$ cat config.mk
export PLATFORM = sky130hd
export DESIGN_NAME = wmcf_slot_bank
export DESIGN_NICKNAME = d
export VERILOG_FILES = /design/src/rtl/window_mode_color_filter_unit_defines.svh /design/src/rtl/wmcf_pkg.sv /design/src/rtl/wmcf_slot_bank.sv
export SDC_FILE = /design/constraint.sdc
export NUM_CORES = 1
export LEC_CHECK = 0
export BUFFER_PORTS_ARGS = -buffer_cell sky130_fd_sc_hd__clkbuf_2
export CORE_MARGIN = 1.5
export CORE_UTILIZATION = 51
export CTS_BUF_LIST = sky130_fd_sc_hd__clkbuf_16
export CTS_CLUSTER_DIAMETER = 40
export DETAILED_ROUTE_END_ITERATION = 7
export PLACE_DENSITY = 0.81
export SLEW_MARGIN = 15
export SYNTH_ARGS = -nofsm -noshare
export SYNTH_HDL_FRONTEND = slang
export SYNTH_SLANG_ARGS = --single-unit
$ cat constraint.sdc
create_clock -name clk -period 8.35 [get_ports clk]
set_input_delay 1.2525 -clock clk [delete_from_list [all_inputs] [get_ports clk]]
set_output_delay 1.2525 -clock clk [all_outputs]
set_load 0.005 [all_outputs]
$ cat src/rtl/window_mode_color_filter_unit_defines.svh
// Assertion macros shared by the window mode colour filter RTL.
`ifndef WINDOW_MODE_COLOR_FILTER_UNIT_DEFINES_SVH
`define WINDOW_MODE_COLOR_FILTER_UNIT_DEFINES_SVH

// Same-cycle implication, sampled on clk, masked while rst_n is low.
`define WMCF_ASSERT_IMP(lbl, ante, cons) \
  lbl: assert property (@(posedge clk) disable iff (!rst_n) (ante) |-> (cons)) \
    else $error("wmcf assertion failed");

// Next-cycle implication, sampled on clk, masked while rst_n is low.
`define WMCF_ASSERT_NXT(lbl, ante, cons) \
  lbl: assert property (@(posedge clk) disable iff (!rst_n) (ante) |=> (cons)) \
    else $error("wmcf assertion failed");

`endif

$ cat src/rtl/wmcf_pkg.sv
// Package: sizes, codes and shared types of the window mode colour filter.
`default_nettype none
package wmcf_pkg;

  localparam int MAX_ROWS    = 256;
  localparam int MAX_COLS    = 256;
  localparam int COLOR_SLOTS = 4;

  localparam int ROW_W = 8;
  localparam int COL_W = 8;
  localparam int CH_W  = 8;
  localparam int RGB_W = 3 * CH_W;
  localparam int CNT_W = 8;
  localparam int DIM_W = 9;
  localparam int RAD_W = 3;

  localparam int DEPTH  = MAX_ROWS * MAX_COLS;
  localparam int ADDR_W = $clog2(DEPTH);

  localparam logic [RGB_W-1:0] WHITE_RGB    = {RGB_W{1'b1}};
  localparam logic [CH_W-1:0]  ALPHA_OPAQUE = {CH_W{1'b1}};

  // action codes
  localparam logic ACT_WRITE = 1'b0;
  localparam logic ACT_QUERY = 1'b1;

  // configuration register indexes
  localparam int REG_IDX_W = 2;
  localparam logic [REG_IDX_W-1:0] REG_FRAME_HEIGHT  = 2'd0;
  localparam logic [REG_IDX_W-1:0] REG_FRAME_WIDTH   = 2'd1;
  localparam logic [REG_IDX_W-1:0] REG_WINDOW_RADIUS = 2'd2;

  localparam int CFG_DATA_W = DIM_W;

  // control from the scan sequencer to the slot bank
  typedef struct packed {
    logic clear;
    logic upd;
  } slot_ctl_t;

endpackage
`default_nettype wire

$ cat src/rtl/wmcf_slot_bank.sv
// Colour slot bank: counts window colours and picks the most frequent one.
`default_nettype none
module wmcf_slot_bank (
  input  wire logic                            clk,
  input  wire wmcf_pkg::slot_ctl_t             ctl,
  input  wire logic [wmcf_pkg::RGB_W-1:0]      px,
  output logic      [wmcf_pkg::RGB_W-1:0]      win_rgb
);

  logic [wmcf_pkg::RGB_W-1:0] slot_rgb_r   [wmcf_pkg::COLOR_SLOTS];
  logic [wmcf_pkg::CNT_W-1:0] slot_cnt_r   [wmcf_pkg::COLOR_SLOTS];
  logic [wmcf_pkg::RGB_W-1:0] slot_rgb_nxt [wmcf_pkg::COLOR_SLOTS];
  logic [wmcf_pkg::CNT_W-1:0] slot_cnt_nxt [wmcf_pkg::COLOR_SLOTS];

  // first slot that is empty (white) or already holds the colour takes it
  always_comb begin
    logic taken;
    taken = 1'b0;
    for (int k = 0; k < wmcf_pkg::COLOR_SLOTS; k++) begin
      slot_rgb_nxt[k] = slot_rgb_r[k];
      slot_cnt_nxt[k] = slot_cnt_r[k];
      if (ctl.clear) begin
        slot_rgb_nxt[k] = wmcf_pkg::WHITE_RGB;
        slot_cnt_nxt[k] = '0;
      end else if (ctl.upd && !taken) begin
        if (slot_rgb_r[k] == wmcf_pkg::WHITE_RGB) begin
          slot_rgb_nxt[k] = px;
          slot_cnt_nxt[k] = wmcf_pkg::CNT_W'(1);
          taken           = 1'b1;
        end else if (slot_rgb_r[k] == px) begin
          slot_cnt_nxt[k] = slot_cnt_r[k] + wmcf_pkg::CNT_W'(1);
          taken           = 1'b1;
        end
      end
    end
  end

  always_ff @(posedge clk) begin
    for (int k = 0; k < wmcf_pkg::COLOR_SLOTS; k++) begin
      slot_rgb_r[k] <= slot_rgb_nxt[k];
      slot_cnt_r[k] <= slot_cnt_nxt[k];
    end
  end

  // highest count wins, earliest slot on a tie
  always_comb begin
    logic [wmcf_pkg::CNT_W-1:0] best_cnt;
    best_cnt = slot_cnt_r[0];
    win_rgb  = slot_rgb_r[0];
    for (int k = 1; k < wmcf_pkg::COLOR_SLOTS; k++) begin
      if (slot_cnt_r[k] > best_cnt) begin
        best_cnt = slot_cnt_r[k];
        win_rgb  = slot_rgb_r[k];
      end
    end
  end

endmodule
`default_nettype wire

==> flow_summary.ini, run 1 <==
[outcome]
status = finished, final reports clean

[placement]
io_buffers = 50
place_congestion = 0.983
post_dp_cell_area_mm2 = 0.00841
post-dp-hpwl_um = 19100

[timing]
max_freq_ghz = 0.128
rsz0062_at_grt = no
finalSetupViolations = 0
hold_violations = 0
max_slew_margin = 0.215
clock-skew-final_ns = 0.00807
fin_crit_ns = 7.83
setup_tns_ns = 0
timing.hold.ws_ns = 0.479
worst_pin_slew_ns = 1.18
final_max_slew_viol_count = 0
min_period_over_period = 0.937

[grt]
antenna_found_initial = 0
met1_usage = 0.425
use_met2 = 0.515
grt_pass1_wl_um = 42900
gr-usage-all-layers = 0.335
grt_util_met3 = 0.0877
grt_pass1_vias = 7560
grt_max_degree = 82
gr-total-overflow = 0
busiest_layer = met2

[setup_path]
startpoint_type = flip-flop
crit_buf_inv = 4
cp_common_cell = o21a_1
cp-end-kind = primary output
worstSetupPathType = reg2out
required_ns = 7.10
cpLargestDelayFamily = compound AO/OA/AOI/OAI gates
crit_fanout = 32
max_stage_delay_ns = 0.41
worstPathArrival_ns = 6.57
cp_slowest_cell = nor2_1

[yosys]
synth_edf_count = 0
synth.net_count = 1081
synth.avg_cell_area_um2 = 8.02
synth_compound_area_frac = 0.237
synth_top_family_by_area = compound AO/OA/AOI/OAI gates
synth.area.mux_share = 0.00624
synthArstFlopShare = 0
ys_types = 57
synthesis.area_mm2 = 0.00823
synthAdderAreaFrac = 0.0426
ys_seq_area_frac = 0.312
synth_flop_cell = dfxtp_1
ys_ff_latch = 128
synth_xor_area_frac = 0.104
netlist_instances = 1026
synth-simple-area-share = 0.225
synth_warnings = 0

[route]
wl_um = 27900
wl_per_cell_um = 22.3
drt_iter0_markers = 1187
dr.pass1.iters = 6
drtAntennaViolNets = 0
drc = 0
via_count = 8458
via_per_inst = 6.76

[pwr]
powerDensity_mw_per_mm2 = 505
ir_drop_uv = 253
p_leak_nw = 3.53
design_power_total_w = 0.00458

[die]
initial_utilization = 0.520
die_y_um = 130
die_area_mm2 = 0.0169
ioPinCount = 51
core.rowCount = 46
coreArea_mm2 = 0.0158
die_x_um = 130

[layout]
fin_area_mm2 = 0.00908
area_delta_synth_final_pct = 10.4
final_util = 0.574
diodes = 0
final_nets = 1078
drive_gt1_frac = 0.106
fillCellCount = 1427

[cts]
clk_pin_slew_ns = 0.06
clk_path_buf_depth = 2
clk-insertion-delay-late_ns = 0.44
clock-sinks = 128
cts_buffers = 17
cts_setup_buffers = 0
cts_root_buffer = clkbuf_16
ctsHoldBuffers = 0
h-tree-depth = 4
cts_tree = done

[min_path]
hp-class = reg2reg

[job]
cap_viol_max_count = 0
cell families after synthesis:
kind of cell / after synthesis
AOI/OAI and AO/OA: 305
xor gates and xnor gates: 98
and+or+nand+nor: 337
buffers and inverters: 125
adders and majority gates: 28
DFF: 128
muxes: 5
cells in the mapped netlist, drive strengths merged (7+ instances only):
master | n | area share
a21oi | 32 | 0.020
a22oi | 24 | 0.022
and2 | 7 | 0.0053
and3 | 7 | 0.0053
and4 | 23 | 0.024
buf | 31 | 0.030
clkbuf | 53 | 0.024
dfxtp | 128 | 0.31
ha | 28 | 0.043
inv | 40 | 0.018
nand2 | 108 | 0.049
nand3 | 18 | 0.011
nand4 | 50 | 0.038
nor2 | 44 | 0.020
nor4 | 20 | 0.017
o211ai | 28 | 0.026
o21a | 18 | 0.016
o21ai | 132 | 0.080
o22a | 24 | 0.026
o22ai | 7 | 0.0053
o31ai | 21 | 0.021
or3 | 7 | 0.0053
or4 | 38 | 0.036
xnor2 | 56 | 0.060
xor2 | 42 | 0.045
where the power goes:
part / internal (W) / switching (W)
Clock: 0.000559 / 0.000300
Combinational: 0.00106 / 0.00174
Sequential: 0.000740 / 0.000184
Total: 0.00236 / 0.00222
final cells by class:
class	instances	area, µm²	area share
tap	216	270	0.0298
sequential	128	2560	0.282
multi-input combinational	773	5090	0.560
timing repair buffer	62	340	0.0375
inverter	41	154	0.0169
clock buffer	17	425	0.0468
clock inverter	15	240	0.0264
sequential cells by signal, summed over array words and instances (netlist names):
| signal | count |
|---|---|
| slot_cnt_r | 32 |
| slot_rgb_r | 96 |
layout by cell type (no fill, tap or decap), types with 4 or more instances in the layout:
cell type    n
o21ai_0    129
dfxtp_1    128
nand2_1    108
xnor2_1     56
nand4_1     50
clkbuf_2    50
nor2_1      44
inv_1       42
xor2_1      42
or4_1       36
a21oi_1     31
o211ai_1    28
ha_1        28
o22a_1      24
a22oi_1     24
and4_1      23
o31ai_1     19
nand3_1     18
nor4_1      18
o21a_1      17
clkbuf_16   17
buf_4       12
or3_1        7
and3_1       7
and2_1       7
o22ai_1      7
bufinv_16    6
mux2i_1      4
nor3_1       4
worst paths after layout:
check,from,to,slack [ns],cells after the start
worst max-delay path,slot_cnt_r[0][1],win_rgb[0],0.52,27
worst min-delay path,slot_cnt_r[0][6],slot_cnt_r[0][6],0.48,2
worst max register to register,slot_rgb_r[2][10],slot_rgb_r[3][6],4.74,7
worst min register to register,slot_cnt_r[0][6],slot_cnt_r[0][6],0.48,2
worst min-delay path: cells and delay by family, from the launching register on:
family | cells | cell delay, ns
flops | 1 | 0.32
simple gates | 1 | 0.06
mux | 1 | 0.05
per-stage QoR:
step | setup WS, ns | cells
finish | 0.524 | 1252
global placement | 1.22 | 1220
global route | 0.106 | 1252
CTS | 0.606 | 1252
floorplan | 1.47 | 1026
detailed placement | 1.12 | 1220
what timing repair did:
item	CTS	global route
setup endpoints to repair	0	1
gates resized for setup	0	1
hold endpoints to repair	0	0
layer usage:
metal,vias up,share of wire
li1,3773,-
met5,-,0
met4,0,0.062
met3,142,0.11
met2,568,0.44
met1,3975,0.39
No activity file was read; power rests on OpenSTA's default activity.
==> run 2: changes to the inputs <==
Settings changed: GPL_TIMING_DRIVEN from default to 1, RECOVER_POWER from default to 25.
==> flow_summary.ini, run 2 (same netlist as run 1, synthesis figures left out) <==
[outcome]
status = finished with violations
violations = capacitance limit, slew limit

[grt]
gr-total-overflow = 0
antenna_found_initial = 0
grt_max_degree = 82
grt_pass1_vias = 7560
gr-usage-all-layers = 0.335
grt_pass1_wl_um = 42900

[timing]
fin_ws_ns = 0.535
worst_pin_slew_ns = 3.70
max_freq_ghz = 0.128
rsz0062_at_grt = no
fin_crit_ns = 7.82
hold_violations = 0
max_slew_margin = -1.47
setup_tns_ns = 0
final_max_slew_viol_count = 123
clock-skew-final_ns = 0.00971
finalSetupViolations = 0
min_period_over_period = 0.936

[pwr]
ir_drop_uv = 255
design_power_total_w = 0.00459
p_leak_nw = 3.52
powerDensity_mw_per_mm2 = 506

[cts]
cts_buffers = 17
h-tree-depth = 4
cts_root_buffer = clkbuf_16
cts_tree = done
clock-sinks = 128
clk_path_buf_depth = 2
cts_setup_buffers = 0
ctsHoldBuffers = 0
clk_pin_slew_ns = 0.06
clk-insertion-delay-late_ns = 0.44

[setup_path]
cp_slowest_cell = nor2_1
worstPathArrival_ns = 6.56
crit_buf_inv = 4
required_ns = 7.10
cp-end-kind = primary output
max_stage_delay_ns = 0.42
cp_common_cell = o21a_1
cpLargestDelayFamily = compound AO/OA/AOI/OAI gates
worstSetupPathType = reg2out
startpoint_type = flip-flop
ff2ff_setup_slack_ns = 4.68
crit_fanout = 32

[route]
drtAntennaViolNets = 0
drc = 0
wl_um = 27800
drt_iter0_markers = 1164
via_per_inst = 6.66
wl_per_cell_um = 22.2
dr.pass1.iters = 8
via_count = 8339

[layout]
layout_commonest_cell = o21ai_0
area_delta_synth_final_pct = 10.1
largest_reg_flops = 96
largest-register = slot_rgb_r
drive_gt1_frac = 0.101
reg.largest.list = slot_rgb_r: 96 flops, slot_cnt_r: 32 flops
final_nets = 1078
layout_common_cells = 129 x o21ai_0, 128 x dfxtp_1, 108 x nand2_1

[die]
die_y_um = 130
ioPinCount = 51
coreArea_mm2 = 0.0158
initial_utilization = 0.520
core.rowCount = 46
die_area_mm2 = 0.0169
die_x_um = 130

[job]
cap_viol_max_count = 2

[placement]
place_congestion = 0.983
io_buffers = 50
dp_worst_setup_slack_ns = 1.12
post-dp-hpwl_um = 19100

[min_path]
hp-class = reg2reg
[run 2: final timing paths]
kind	cells after the start	endpoint	start
worst min register to register	2	slot_cnt_r[0][6]	slot_cnt_r[0][6]
worst max-delay path	27	win_rgb[0]	slot_cnt_r[0][1]
worst max register to register	7	slot_cnt_r[2][4]	slot_rgb_r[0][8]
worst min-delay path	2	slot_cnt_r[0][6]	slot_cnt_r[0][6]
[run 2: what timing repair did]
| item | 4_1_cts | 5_1_grt |
|---|---|---|
| endpoints found under the setup margin | 0 | 1 |
| hold endpoints to repair | 0 | 0 |
| gates resized for setup | 0 | 1 |
[run 2: stage by stage]
step                instance area, µm²  std cells   util  hold WS (ns)
floorplan                         8230       1026      -         0.448
global placement                  8410       1220  0.531         0.468
detailed placement                8410       1220  0.531         0.467
CTS                               9070       1252  0.573         0.480
global route                      9060       1252  0.572         0.489
finish                            9060       1253  0.572         0.479
[run 2: worst reg2reg max path: cells and delay by family, from the launching register on]
family,cells,cell delay (ns)
DFF,1,0.43
AOI/OAI and AO/OA,2,1.35
and+or+nand+nor,4,1.62
xor gates and xnor gates,1,0.18
[run 2: power breakdown]
group	switching [W]	leakage [nW]	internal [W]	total, W
Sequential	0.000184	1.04	0.000741	0.000925
Combinational	0.00174	2.15	0.00106	0.00280
Clock	0.000299	0.331	0.000559	0.000858
[run 2: per-layer routing]
layer | track usage | vias up | part of all wire
met5 | 0 | - | 0
met4 | 0.193 | 0 | 0.062
met3 | 0.0877 | 142 | 0.094
met2 | 0.515 | 486 | 0.45
met1 | 0.425 | 3943 | 0.40
li1 | - | 3768 | -
[run 2: final cells by class]
class / instances / area, µm²
Clock buffer: 17 / 425
Sequential cell: 128 / 2560
Antenna cell: 1 / 2.50
Timing Repair Buffer: 62 / 335
Inverter: 41 / 154
Fill cell: 1432 / 6770
Clock inverter: 15 / 240
Tap cell: 216 / 270
Multi-Input combinational cell: 773 / 5070
==> run 3: changes to the inputs <==
Settings changed: GPL_ROUTABILITY_DRIVEN from default to 0, MAX_ROUTING_LAYER from default to met4, REMOVE_ABC_BUFFERS from default to 1.
==> flow_summary.ini, run 3 (same netlist as run 1, synthesis figures left out) <==
[cts]
clk_pin_slew_ns = 0.06
cts_buffers = 17
ctsHoldBuffers = 0
clk_path_buf_depth = 2
clock-sinks = 128
h-tree-depth = 4
cts_setup_buffers = 0
cts_tree = done
clk-insertion-delay-late_ns = 0.43
cts_resized = 0
cts_root_buffer = clkbuf_16

[outcome]
status = finished with violations
violations = capacitance limit, slew limit

[route]
drtAntennaViolNets = 0
via_count = 8291
drc = 0
wl_per_cell_um = 20.4
wl_um = 25600
drt_iter0_markers = 1030
dr.pass1.iters = 8
via_per_inst = 6.62

[setup_path]
cp-end-kind = primary output
worstPathArrival_ns = 6.65
worstSetupPathType = reg2out
required_ns = 7.10
startpoint_type = flip-flop
crit_fanout = 27

[die]
die_area_mm2 = 0.0169
ioPinCount = 51
core.rowCount = 46
initial_utilization = 0.520
die_y_um = 130
die_x_um = 130
coreArea_mm2 = 0.0158

[timing]
timing.hold.ws_ns = 0.477
max_slew_margin = -1.42
hold_violations = 0
fin_crit_ns = 7.90
rsz0062_at_grt = no
final_max_slew_viol_count = 123
max_freq_ghz = 0.127
fin_ws_ns = 0.451
finalSetupViolations = 0
worst_pin_slew_ns = 3.63
clock-skew-final_ns = 0.0100
min_period_over_period = 0.946

[layout]
layout_common_cells = 129 x o21ai_0, 128 x dfxtp_1, 108 x nand2_1
layout_commonest_cell = o21ai_0
largest-register = slot_rgb_r
final_util = 0.567
reg.largest.list = slot_rgb_r: 96 flops, slot_cnt_r: 32 flops
drive_gt1_frac = 0.103
diodes = 0
area_delta_synth_final_pct = 9.19
final_nets = 1078
largest_reg_flops = 96
finalNonFillerCells = 1252
fillCellCount = 1443

[pwr]
ir_drop_uv = 397
p_leak_nw = 3.47
powerDensity_mw_per_mm2 = 495

[grt]
grt_pass1_vias = 7561
grt_max_degree = 82
gr-total-overflow = 0
grt_pass1_wl_um = 40400
antenna_found_initial = 0
gr-usage-all-layers = 0.317

[placement]
post-dp-hpwl_um = 17100
place_inst = 1220
io_buffers = 50
dp_worst_setup_slack_ns = 1.10

[job]
cap_viol_max_count = 2

[min_path]
hp-class = reg2reg
==> run 3: critical path, cell delays in order (launching register included) <==
cell	delay [ns]
dfxtp_1	0.34
inv_1	0.10
ha_1	0.30
a21o_1	0.10
a21oi_1	0.05
inv_1	0.63
and2_1	0.66
nor2_1	0.25
a21oi_1	0.28
ha_1	0.28
nor2b_1	0.13
o21a_1	0.16
o21a_1	0.16
o21a_1	0.19
o21ai_4	0.17
buf_4	0.32
o22ai_1	0.13
ha_1	0.30
nor2b_1	0.13
o21a_1	0.16
o21a_1	0.16
o21a_1	0.17
o21ai_1	0.14
buf_4	0.29
o21ai_0	0.19
o21ai_0	0.25
clkbuf_2	0.16
==> run 3: report_power, final <==
group	leakage [nW]	switching, W	internal [W]
Clock	0.286	0.000304	0.000443
Combinational	2.15	0.00170	0.00107
Sequential	1.04	0.000184	0.000741
==> run 3: cell type report <==
cell class | instances | area [µm²] | area share
Clock buffer | 17 | 425 | 0.0474
Clock inverter | 15 | 159 | 0.0177
Tap cell | 216 | 270 | 0.0301
Timing Repair Buffer | 62 | 335 | 0.0373
Sequential cell | 128 | 2560 | 0.285
Inverter | 41 | 154 | 0.0171
Multi-Input combinational cell | 773 | 5070 | 0.565
==> run 3: worst paths after layout <==
| kind | start | to | slack [ns] | depth (start not counted) |
|---|---|---|---|---|
| worst min-delay path | slot_cnt_r[0][6] | slot_cnt_r[0][6] | 0.48 | 2 |
| worst min register to register | slot_cnt_r[0][6] | slot_cnt_r[0][6] | 0.48 | 2 |
| worst max register to register | slot_rgb_r[2][23] | slot_rgb_r[3][2] | 4.83 | 7 |
| worst max-delay path | slot_cnt_r[0][6] | win_rgb[13] | 0.45 | 26 |
==> run 3: stage by stage <==
stage | total power [W] | instance area, µm² | TNS [ns]
after floorplan | 0.00251 | 7780 | -13.37
after global placement | 0.00356 | 8410 | 0
after detailed placement | 0.00361 | 8410 | 0
after CTS | 0.00439 | 8990 | 0
after global routing | 0.00478 | 8980 | 0
final | 0.00444 | 8980 | 0
==> run 3: per-layer routing <==
layer	global-route usage	up-vias	part of all wire
met4	0.146	0	0.037
met1	0.397	3872	0.40
met3	0.0677	92	0.099
li1	-	3772	-
met2	0.490	555	0.46
met5	-	-	0
